$ cat src/hw/rtl/tak_pkg.sv
// ----------------------------------------------------------------------------
// tak_pkg: shared types, constants and helpers of the tilt Kalman filter
// Holds the sequencer states, register indexes and saturation helpers.
// ----------------------------------------------------------------------------
package tak_pkg;

  localparam int WIDE_W  = 68;   // working width of the datapath
  localparam int DVD_W   = 56;   // divider dividend / quotient width
  localparam int DVS_W   = 33;   // divider divisor width
  localparam int FRAC_Q  = 24;   // Q8.24 fraction bits
  localparam int MS_PER_S = 1000;
  localparam int HALF_MS  = MS_PER_S / 2;
  // floor(2^42 / 1000): reciprocal of the ms divisor for a 10-bit shifted
  // dividend and a 32-bit shifted product
  localparam logic [33:0] RECIP_MS = 34'd4398046511;

  typedef enum logic [1:0] {
    REG_ANGLE_NOISE = 2'd0,
    REG_BIAS_NOISE  = 2'd1,
    REG_MEAS_NOISE  = 2'd2,
    REG_LOOP_MS     = 2'd3
  } tak_reg_t;

  typedef enum logic [3:0] {
    ST_IDLE,
    ST_DT_MUL,
    ST_DT_GO,
    ST_DT_DIV,
    ST_DT_WB,
    ST_CORR,
    ST_G_GO,
    ST_G_DIV,
    ST_G_WB,
    ST_Q_MUL,
    ST_Q_WB,
    ST_OUT
  } tak_state_t;

  typedef struct packed {
    logic busy;
    logic done;
  } tak_div_sts_t;

  function automatic logic signed [31:0] sat32(input logic signed [WIDE_W-1:0] v);
    logic signed [WIDE_W-1:0] hi;
    logic signed [WIDE_W-1:0] lo;
    hi = WIDE_W'(64'sh7FFFFFFF);
    lo = -WIDE_W'(64'sh80000000);
    if (v > hi) return 32'sh7FFFFFFF;
    else if (v < lo) return 32'sh80000000;
    else return v[31:0];
  endfunction

  function automatic logic ovf32(input logic signed [WIDE_W-1:0] v);
    logic signed [WIDE_W-1:0] hi;
    logic signed [WIDE_W-1:0] lo;
    hi = WIDE_W'(64'sh7FFFFFFF);
    lo = -WIDE_W'(64'sh80000000);
    return (v > hi) || (v < lo);
  endfunction

  function automatic logic signed [WIDE_W-1:0] sx68(input logic signed [31:0] v);
    return {{(WIDE_W-32){v[31]}}, v};
  endfunction

endpackage

$ cat src/hw/rtl/tak_mul.sv
// ----------------------------------------------------------------------------
// tak_mul: shared signed multiplier
// 34 x 34 signed product, registered, ready in the cycle after its operands.
// ----------------------------------------------------------------------------
module tak_mul (
  input  logic                                clk,
  input  logic signed [33:0]                  a,
  input  logic signed [33:0]                  b,
  output logic signed [tak_pkg::WIDE_W-1:0]   p_r
);
  logic signed [tak_pkg::WIDE_W-1:0] p_nxt;

  assign p_nxt = a * b;

  always_ff @(posedge clk) begin
    p_r <= p_nxt;
  end
endmodule

$ cat config.mk
export PLATFORM = sky130hd
export DESIGN_NAME = tak_mul
export DESIGN_NICKNAME = d
export VERILOG_FILES = /design/src/hw/rtl/tak_pkg.sv /design/src/hw/rtl/tak_mul.sv
export SDC_FILE = /design/constraint.sdc
export NUM_CORES = 2
export LEC_CHECK = 0
export BUFFER_PORTS_ARGS = -buffer_cell sky130_fd_sc_hd__buf_2
export CORE_ASPECT_RATIO = 0.9
export CORE_MARGIN = 2
export CORE_UTILIZATION = 50
export DETAILED_ROUTE_END_ITERATION = 8
export GPL_TIMING_DRIVEN = 1
export PLACE_DENSITY_LB_ADDON = 0.05
export SLEW_MARGIN = 20
export SYNTH_ARGS = -nofsm -noshare
export SYNTH_HDL_FRONTEND = slang
export SYNTH_SLANG_ARGS = --single-unit
$ cat constraint.sdc
create_clock -name clk -period 10.5 [get_ports clk]
set_clock_uncertainty 0.1 [all_clocks]
set_input_delay 2.1 -clock clk [delete_from_list [all_inputs] [get_ports clk]]
set_output_delay 2.1 -clock clk [all_outputs]
set_load 0.02 [all_outputs]
==> impl_results.md <==
* Syn nets at 6,092
* Arrival @ worst endpoint at 10.40 ns
* Row count at 102
* First-pass GRT wire length at 195,500 µm
* Slew Viols, Final at 0
* Crit-path max FO at 12
* Crit. path cell count at 29
* Worst Max-Slew Pin Slew at 0.9445 ns
* Core Area at 85,760 µm²
* Largest net degree at the start of global routing at 35
* Initial Util at 0.5033
* Largest registers: p_r x68
* Slowest-stage cell, CP: fa_1
* Per-cell routed wire length at 20.84 µm
* Max reg flops at 68
* Synth Register Bits at 68
* Port bufs at 136
* Slew margin rel. at 0.3604
* Vias in the first global route at 32,938
* Detail Route met3 WL at 4956 µm
* Vias per inst at 5.140
* CP dominant cell by count: fa_1
* Commonest cells after routing, fill and taps aside: fa_1 (1,241), inv_1 (1,235), and2_1 (625), nand2_1 (550), ha_1 (204)
* Hold WC Path Type: in2reg
* Library cells used by synthesis at 73
* Routed vias at 30,116
* Setup bufs post-CTS at 0
* RSZ-0062 raised after global routing: false
* Final min period at 10.22 ns
* Worst setup EP type: flip-flop
* Synth Flop Type: dfxtp_1
* Synth async-reset ratio at 0
* Largest Register: p_r
* # H-tree levels at 3
* CP required at 10.68 ns
* Met2 wire length at 60,680 µm
* Die H at 282.7 µm
* Die X at 313.7 µm
* Grt total ovfl at 0
* DIE AREA at 88,700 µm²
* Final wirelength at 122,100 µm
* Hold Violations, Final at 0
* CTS Root Cell: clkbuf_16
* Buf+Inv Stages, Crit Path at 11
* Synthesis-to-finish area growth at 7.684%
* Max Clock Freq at 0.09789 GHz
* DRT met1 WL at 52,170 µm
* Synthesized area at 43,170 µm²
* Avg Cell Area, Syn at 9.429 µm²
* CTS max path bufs at 2
* Commonest non-fill, non-tap cell in the layout: fa_1
* Final period util at 0.9730
* Setup TNS at 0 ns
* Critical Path Start: a[33]
* Synth warnings at 0
* Tot GR Track Use at 0.2940
* Clock-pin slew on the worst setup and hold paths at 0.07 ns
* IO Count at 137
* Hold-fix buffers at CTS at 0
* Syn Inst Count at 4,578
* Final setup vio count at 0
* Layout cells sized above 1 at 0.08401
* Routed Antenna Nets at 0
* DR iter-0 viols at 1,704
* Hpwl dp at 106,400 µm
* Post-cts sizing count at 0
* Crit path to: p_r[65]$_DFF_P_
* Crit-path max cell delay at 0.70 ns
* Maxcap violations at 0
* Seq/Total Area, Yosys at 0.03154
* Highest Signal Layer: met5
* CP delay by family, top: adder cells
* DRC at 0
* Startpoint Class: input pin
* Antenna violations before repair at 5
* # nets final at 6,223
* Sink Count at 68
* Pre-antenna DRT Iters at 5
* Status: completed
* RD Place Congestion at 0.9238
* EDFF count, synth at 0
* Num CTS Buffers at 9
* Crit Path Class: in2reg
* CTS tree: built
[cell families (layout without fill, tap and decap cells)]
group                    after synthesis  after routing  synth area share
XOR/XNOR                              77             77           0.01562
other                                  0              1                 0
AND/OR/NAND/NOR                     1310           1310            0.1554
flip-flops                            68             68           0.03154
buffers and inverters               1467           1603            0.1287
adder cells (fa/ha/maj)             1445           1445            0.6347
AO/OA/AOI/OAI                        211            211           0.03409
[Yosys cell counts, types with 4 or more instances]
master	number	area (µm²)
o21ai_2	4	35.03
nor2b_1	7	43.79
a21o_1	37	277.8
and3_1	9	56.30
o211ai_1	8	60.06
a21oi_1	54	270.3
xnor2_1	57	499.2
o21ai_1	7	35.03
o21bai_1	13	97.59
o21a_1	6	45.04
nand3_1	8	40.04
nor2_1	53	198.9
nor3_1	10	50.05
a211oi_1	7	52.55
nand2_1	550	2064
nand4_1	14	87.58
dfxtp_1	68	1361
a31oi_1	7	43.79
a21oi_2	4	35.03
and2_1	625	3910
inv_1	1235	4636
xor2_1	20	175.2
ha_1	204	2552
buf_6	5	56.30
fa_1	1241	24840
o21ai_0	27	135.1
clkbuf_1	216	810.8
nor4_1	4	25.02
buf_2	7	35.03
nand2b_1	14	87.58
[layout make-up]
type                    count  area, µm²
diodes                      1      2.502
well taps                1144       1431
flip-flops and latches     68       1361
repair buffers            351       2482
multi-input cells        3043      36250
clock buffers              10      239.0
clock inverters             6      72.57
inverters                1236       4639
fillers                  7943      39280
[how the worst min path moves through the flow]
stage	start	end	slack, ns	cells after the start
2_1_floorplan	a[0]	p_r[0]$_DFF_P_	2.13	1
3_3_place_gp	p_r[20]$_DFF_P_	p_r[20]	2.42	1
3_5_place_dp	p_r[20]$_DFF_P_	p_r[20]	2.41	1
4_1_cts	b[0]	p_r[0]$_DFF_P_	2.31	3
5_1_grt	b[0]	p_r[0]$_DFF_P_	2.33	3
6_report	b[0]	p_r[0]$_DFF_P_	2.32	3
[routing by layer]
layer	global-route usage	vias up
li1	-	13162
met1	0.3988	16039
met2	0.5022	746
met4	0.09398	6
met5	0	-
met3	0.02755	163
[stage by stage]
step	hold WS, ns	area, µm²	instances	setup WS (ns)	util
finish	2.318	46480	5859	0.2839	0.5420
global route	2.330	46480	5858	0.01386	0.5420
detailed placement	2.415	46160	5842	-0.09973	0.5383
floorplan	2.127	43170	4578	0.9177	-
global placement	2.415	46160	5842	-0.1290	0.5383
CTS	2.308	46480	5858	0.3326	0.5419
Power is not shown: default switching activity piles up to over one toggle a cycle in this logic, so the estimate is an artifact.
