===== src/hw/rtl/tak_pkg.sv =====
// ----------------------------------------------------------------------------
// tak_pkg: shared types, constants and helpers of the tilt Kalman filter
// Holds the sequencer states, register indexes and saturation helpers.
// ----------------------------------------------------------------------------
package tak_pkg;

  localparam int WIDE_W  = 68;   // working width of the datapath
  localparam int DVD_W   = 56;   // divider dividend / quotient width
  localparam int DVS_W   = 33;   // divider divisor width
  localparam int FRAC_Q  = 24;   // Q8.24 fraction bits
  localparam int MS_PER_S = 1000;
  localparam int HALF_MS  = MS_PER_S / 2;
  // floor(2^42 / 1000): reciprocal of the ms divisor for a 10-bit shifted
  // dividend and a 32-bit shifted product
  localparam logic [33:0] RECIP_MS = 34'd4398046511;

  typedef enum logic [1:0] {
    REG_ANGLE_NOISE = 2'd0,
    REG_BIAS_NOISE  = 2'd1,
    REG_MEAS_NOISE  = 2'd2,
    REG_LOOP_MS     = 2'd3
  } tak_reg_t;

  typedef enum logic [3:0] {
    ST_IDLE,
    ST_DT_MUL,
    ST_DT_GO,
    ST_DT_DIV,
    ST_DT_WB,
    ST_CORR,
    ST_G_GO,
    ST_G_DIV,
    ST_G_WB,
    ST_Q_MUL,
    ST_Q_WB,
    ST_OUT
  } tak_state_t;

  typedef struct packed {
    logic busy;
    logic done;
  } tak_div_sts_t;

  function automatic logic signed [31:0] sat32(input logic signed [WIDE_W-1:0] v);
    logic signed [WIDE_W-1:0] hi;
    logic signed [WIDE_W-1:0] lo;
    hi = WIDE_W'(64'sh7FFFFFFF);
    lo = -WIDE_W'(64'sh80000000);
    if (v > hi) return 32'sh7FFFFFFF;
    else if (v < lo) return 32'sh80000000;
    else return v[31:0];
  endfunction

  function automatic logic ovf32(input logic signed [WIDE_W-1:0] v);
    logic signed [WIDE_W-1:0] hi;
    logic signed [WIDE_W-1:0] lo;
    hi = WIDE_W'(64'sh7FFFFFFF);
    lo = -WIDE_W'(64'sh80000000);
    return (v > hi) || (v < lo);
  endfunction

  function automatic logic signed [WIDE_W-1:0] sx68(input logic signed [31:0] v);
    return {{(WIDE_W-32){v[31]}}, v};
  endfunction

endpackage


===== src/hw/rtl/tak_div.sv =====
// ----------------------------------------------------------------------------
// tak_div: iterative unsigned divider
// Restoring division, one quotient bit per cycle.
// ----------------------------------------------------------------------------
module tak_div (
  input  logic                              clk,
  input  logic                              rst_n,
  input  logic                              start,
  input  logic [tak_pkg::DVD_W-1:0]         dividend,
  input  logic [tak_pkg::DVS_W-1:0]         divisor,
  output tak_pkg::tak_div_sts_t             sts,
  output logic [tak_pkg::DVD_W-1:0]         quot
);
  localparam int CNT_W = $clog2(tak_pkg::DVD_W);

  logic                       busy_r, busy_nxt;
  logic                       done_r, done_nxt;
  logic [CNT_W-1:0]           cnt_r, cnt_nxt;
  logic [tak_pkg::DVS_W-1:0]  rem_r, rem_nxt;
  logic [tak_pkg::DVS_W-1:0]  dvs_r, dvs_nxt;
  logic [tak_pkg::DVD_W-1:0]  quo_r, quo_nxt;
  logic [tak_pkg::DVS_W:0]    sh;

  always_comb begin
    busy_nxt = busy_r;
    done_nxt = 1'b0;
    cnt_nxt  = cnt_r;
    rem_nxt  = rem_r;
    dvs_nxt  = dvs_r;
    quo_nxt  = quo_r;
    sh       = {rem_r, quo_r[tak_pkg::DVD_W-1]};
    if (start) begin
      busy_nxt = 1'b1;
      cnt_nxt  = CNT_W'(tak_pkg::DVD_W - 1);
      rem_nxt  = '0;
      dvs_nxt  = divisor;
      quo_nxt  = dividend;
    end else if (busy_r) begin
      // shift in one dividend bit, subtract where it fits
      if (sh >= {1'b0, dvs_r}) begin
        rem_nxt = tak_pkg::DVS_W'(sh - {1'b0, dvs_r});
        quo_nxt = {quo_r[tak_pkg::DVD_W-2:0], 1'b1};
      end else begin
        rem_nxt = sh[tak_pkg::DVS_W-1:0];
        quo_nxt = {quo_r[tak_pkg::DVD_W-2:0], 1'b0};
      end
      if (cnt_r == '0) begin
        busy_nxt = 1'b0;
        done_nxt = 1'b1;
      end else begin
        cnt_nxt = cnt_r - 1'b1;
      end
    end
  end

  always_ff @(posedge clk) begin
    if (!rst_n) begin
      busy_r <= 1'b0;
      done_r <= 1'b0;
    end else begin
      busy_r <= busy_nxt;
      done_r <= done_nxt;
    end
    cnt_r <= cnt_nxt;
    rem_r <= rem_nxt;
    dvs_r <= dvs_nxt;
    quo_r <= quo_nxt;
  end

  assign sts.busy = busy_r;
  assign sts.done = done_r;
  assign quot     = quo_r;
endmodule


===== config.mk =====
export PLATFORM = sky130hd
export DESIGN_NAME = tak_div
export DESIGN_NICKNAME = d
export VERILOG_FILES = /design/src/hw/rtl/tak_pkg.sv /design/src/hw/rtl/tak_div.sv
export SDC_FILE = /design/constraint.sdc
export NUM_CORES = 1
export LEC_CHECK = 0
export BUFFER_PORTS_ARGS = -buffer_cell sky130_fd_sc_hd__buf_2
export CORE_MARGIN = 2
export CORE_UTILIZATION = 41
export CTS_CLUSTER_SIZE = 28
export DETAILED_ROUTE_END_ITERATION = 16
export PLACE_DENSITY = 0.75
export SYNTH_ARGS = -nofsm -noshare
export SYNTH_HDL_FRONTEND = slang
export SYNTH_SLANG_ARGS = --single-unit

===== constraint.sdc =====
create_clock -name clk -period 4.75 [get_ports clk]
set_clock_uncertainty 0.15 [all_clocks]
set_input_delay 0.2375 -clock clk [delete_from_list [all_inputs] [get_ports clk]]
set_output_delay 0.2375 -clock clk [all_outputs]
set_load 0.005 [all_outputs]

==> summary.md <==
| Metric | Value |
|---|---|
| Outcome | complete, no violations |
| Final wirelength | 17970 microns |
| Clock power share | 0.393 |
| Class of the worst hold path | input port to register |
| Warnings from Yosys | 0 |
| Sw Share | 0.2840 |
| Most common cell after layout, fill and taps aside | buf_2 |
| Pre-antenna DRT Iters | 6 |
| Number of global-route vias before repair | 6001 |
| Seq cells post-synth | 130 |
| IO Port Bufs | 149 |
| Post-synthesis sequential area ratio | 0.4912 |
| DR WL/cell | 15.86 microns |
| Fillcell total | 1428 |
| WP data arrival | between 3 and 4 ns |
| Int Pwr | 2526 uW |
| Clock Tree Root | clkbuf_16 |
| Busiest grt layer | met2 |
| CTS tree | built |
| Ys async rst share | 0 |
| Sequential share of power | 0.396 |
| Syn_nets | 791 |
| Met2 Track Usage GR | 0.3446 |
| Cts repair resizes | 0 |
| Final hold viol count | 0 |
| TritonCTS buffer count | 17 |
| Core Footprint | 17120 sq um |
| Fraction of layout instances using a drive strength above 1 | 0.2808 |
| Met1 Use GR | 0.2334 |
| Critical Path Source | quot[55] |
| Clock tree sinks | 130 |
| Final slew viol count | 0 |
| Path depth of the worst reg2reg path | 13 |
| CP Capture Type | register |
| Logic pwr share | 0.212 |
| FF-to-FF Start | quot[55] |
| CP Launch Type | register |
| Yosys cell types | 61 |
| CP max FO | 16 |
| Finish-stage setup viols | 0 |
| IO Count | 150 |
| Post-synth EDFFs | 89 |
| Post-Route Setup TNS | 0 ns |
| NumNets Final | roughly 1000 |
| Critical Path Sink | rem_r[21] |
| CTS hold repair buffers | 90 |
| NetSw | 1002 uW |
| Area delta synth->final | 34.39% |
| Worst setup margin | 1.328 ns |
| Max Cap Viol | 0 |
| Worst slack, placed | 1.323 ns |
| Met3 usage | 0.05911 |
| Worst R2R End | rem_r[21] |
| Overall global routing resource usage | 0.2010 |
| Slew headroom | 0.2608 |
| DRC Markers | 0 |
| Cell area power density | 369.0 nW/um^2 |
| Remaining Overflow, GRT | 0 |
| Worst skew pair latency | around 0.43 ns |
| Die Wd | 135.7 microns |
| Via count | 5936 |
| Most frequent cells in the layout | buf_2, dlygate4sd3_1, edfxtp_1, nand2_1, mux2_2 |
| Worst Setup Path Type | register to register |
| Initial antenna violation count | 0 |
| Syn Area/Cell | 10.73 sq um |
| Reg2Reg Setup Slack | between 1 and 1.5 ns |
| Row Count | 48 |
| Clock Pin Slew Worst Setup and Hold Paths | 0.06 ns |
| Tmin final | 3.422 ns |
| RSZ-0062 raised after global routing | false |
| Die H | approximately 140 microns |
| First-pass GRT wire length | 28830 microns |
| Detail Placement HPWL | between 10000 and 15000 microns |
| H-tree Lvls | 4 |
| Critical Path RT | 4.93 ns |
| Final cycle utilization of the critical path | 0.7205 |
| Die area | 18420 sq um |
| Starting Density | 0.4155 |
| Main synth FF type | edfxtp_1 |
| Max Freq | 0.2922 GHz |
| DR iter-0 viols | 402 |
| Clock Path Buffers | 2 |
| Inserted Diodes | 0 |
| Leak Pwr | 0.004021 uW |
| Post-synthesis cell area | 7112 sq um |
| RePlAce Congestion | 0.8815 |
| Post-CTS setup buffer count | 0 |
| Pin count of the biggest net entering global routing | 74 |
| Max rail drop VDD | a little under 0.3 mV |
| Vias/cell | 5.239 |
| Final antenna-violating net count | 0 |
| Synth Instances | 663 |
| Worst-Margin Slew | 1.109 ns |
[worst max-delay path, cell delays in order (launching register included)]
cell       delay [ns]
edfxtp_1         0.40
inv_1            0.09
ha_1             0.16
inv_1            0.05
fa_1             0.41
a211oi_1         0.24
o21ai_1          0.15
o2111ai_1        0.23
nand3_2          0.14
o221ai_2         0.23
a21o_1           0.41
buf_4            0.30
nand2_1          0.08
a311oi_1         0.27
[power groups by stage]
stage               sequential [uW]  combinational (uW)  clock (uW)
finish                         1400                 747        1390
global route                   1410                 824        1460
CTS                            1390                 738        1410
detailed placement             1410                 677           0
global placement               1410                 665           0
floorplan                      1400                 481           0
[synth_stat cells (all sizes together) (11+ instances only)]
| master | instances | area share |
|---|---|---|
| buf | 11 | 0.010 |
| o21ai | 18 | 0.013 |
| clkbuf | 21 | 0.011 |
| ha | 35 | 0.062 |
| xnor2 | 19 | 0.023 |
| inv | 44 | 0.023 |
| nor2 | 50 | 0.026 |
| edfxtp | 89 | 0.38 |
| mux2i | 11 | 0.015 |
| dfxtp | 41 | 0.12 |
| a311oi | 18 | 0.022 |
| a211oi | 13 | 0.014 |
| mux2 | 56 | 0.089 |
| nand2 | 67 | 0.035 |
| a21oi | 34 | 0.024 |
| a21o | 15 | 0.016 |
[state kept, by name, summed over array words and instances (netlist names)]
register  cells
cnt_r         6
quot         56
busy_r        1
done_r        1
rem_r        33
dvs_r        33
[layer usage]
layer | share of wire | routed length, microns
met1 | 0.42 | 7598
met2 | 0.49 | 8783
met3 | 0.058 | 1036
met4 | 0.030 | 546
met5 | 0 | 0
[cell families (layout without fill, tap and decap cells)]
family,Yosys count,count (layout),synth area share
and+or+nand+nor,181,181,0.1210
AOI/OAI and AO/OA,144,144,0.1388
DFF,130,130,0.4912
buffers and inverters,76,321,0.04469
muxes,67,67,0.1042
adders and majority gates,36,36,0.06439
xor gates and xnor gates,29,29,0.03571
[metrics by stage]
| step | instance area [sq um] | util | power [uW] | hold WS, ns | cells |
|---|---|---|---|---|---|
| after global routing | 9558 | 0.5584 | 3690 | 0.2785 | 1133 |
| after global placement | 8039 | 0.4697 | 2076 | 0.2650 | 1011 |
| after CTS | 9558 | 0.5584 | 3538 | 0.2458 | 1133 |
| after detailed placement | 8039 | 0.4697 | 2090 | 0.2656 | 1011 |
| final | 9558 | 0.5584 | 3527 | 0.2571 | 1133 |
| after floorplan | 7112 | - | 1885 | 0.1864 | 663 |
[area by class of cell]
type / count / area [sq um] / area share
clock buffer: 18 / 429.2 / 0.04490
clock inverter: 14 / 188.9 / 0.01977
inverter: 44 / 165.2 / 0.01728
multi-input combinational: 457 / 3304 / 0.3457
sequential: 130 / 3495 / 0.3656
tap: 225 / 281.5 / 0.02945
timing repair buffer: 245 / 1694 / 0.1772
[worst min path at each step]
| stage | startpoint | to | slack, ns | cells after the start |
|---|---|---|---|---|
| 3_5_place_dp | divisor[26] | dvs_r[26] | 0.27 | 1 |
| 6_report | start | dvs_r[8] | 0.26 | 1 |
| 2_1_floorplan | divisor[0] | dvs_r[0] | 0.19 | 0 |
| 5_1_grt | start | dvs_r[5] | 0.28 | 1 |
| 3_3_place_gp | divisor[23] | dvs_r[23] | 0.26 | 1 |
| 4_1_cts | start | dvs_r[6] | 0.25 | 1 |
(Power assumes the default switching activity.)
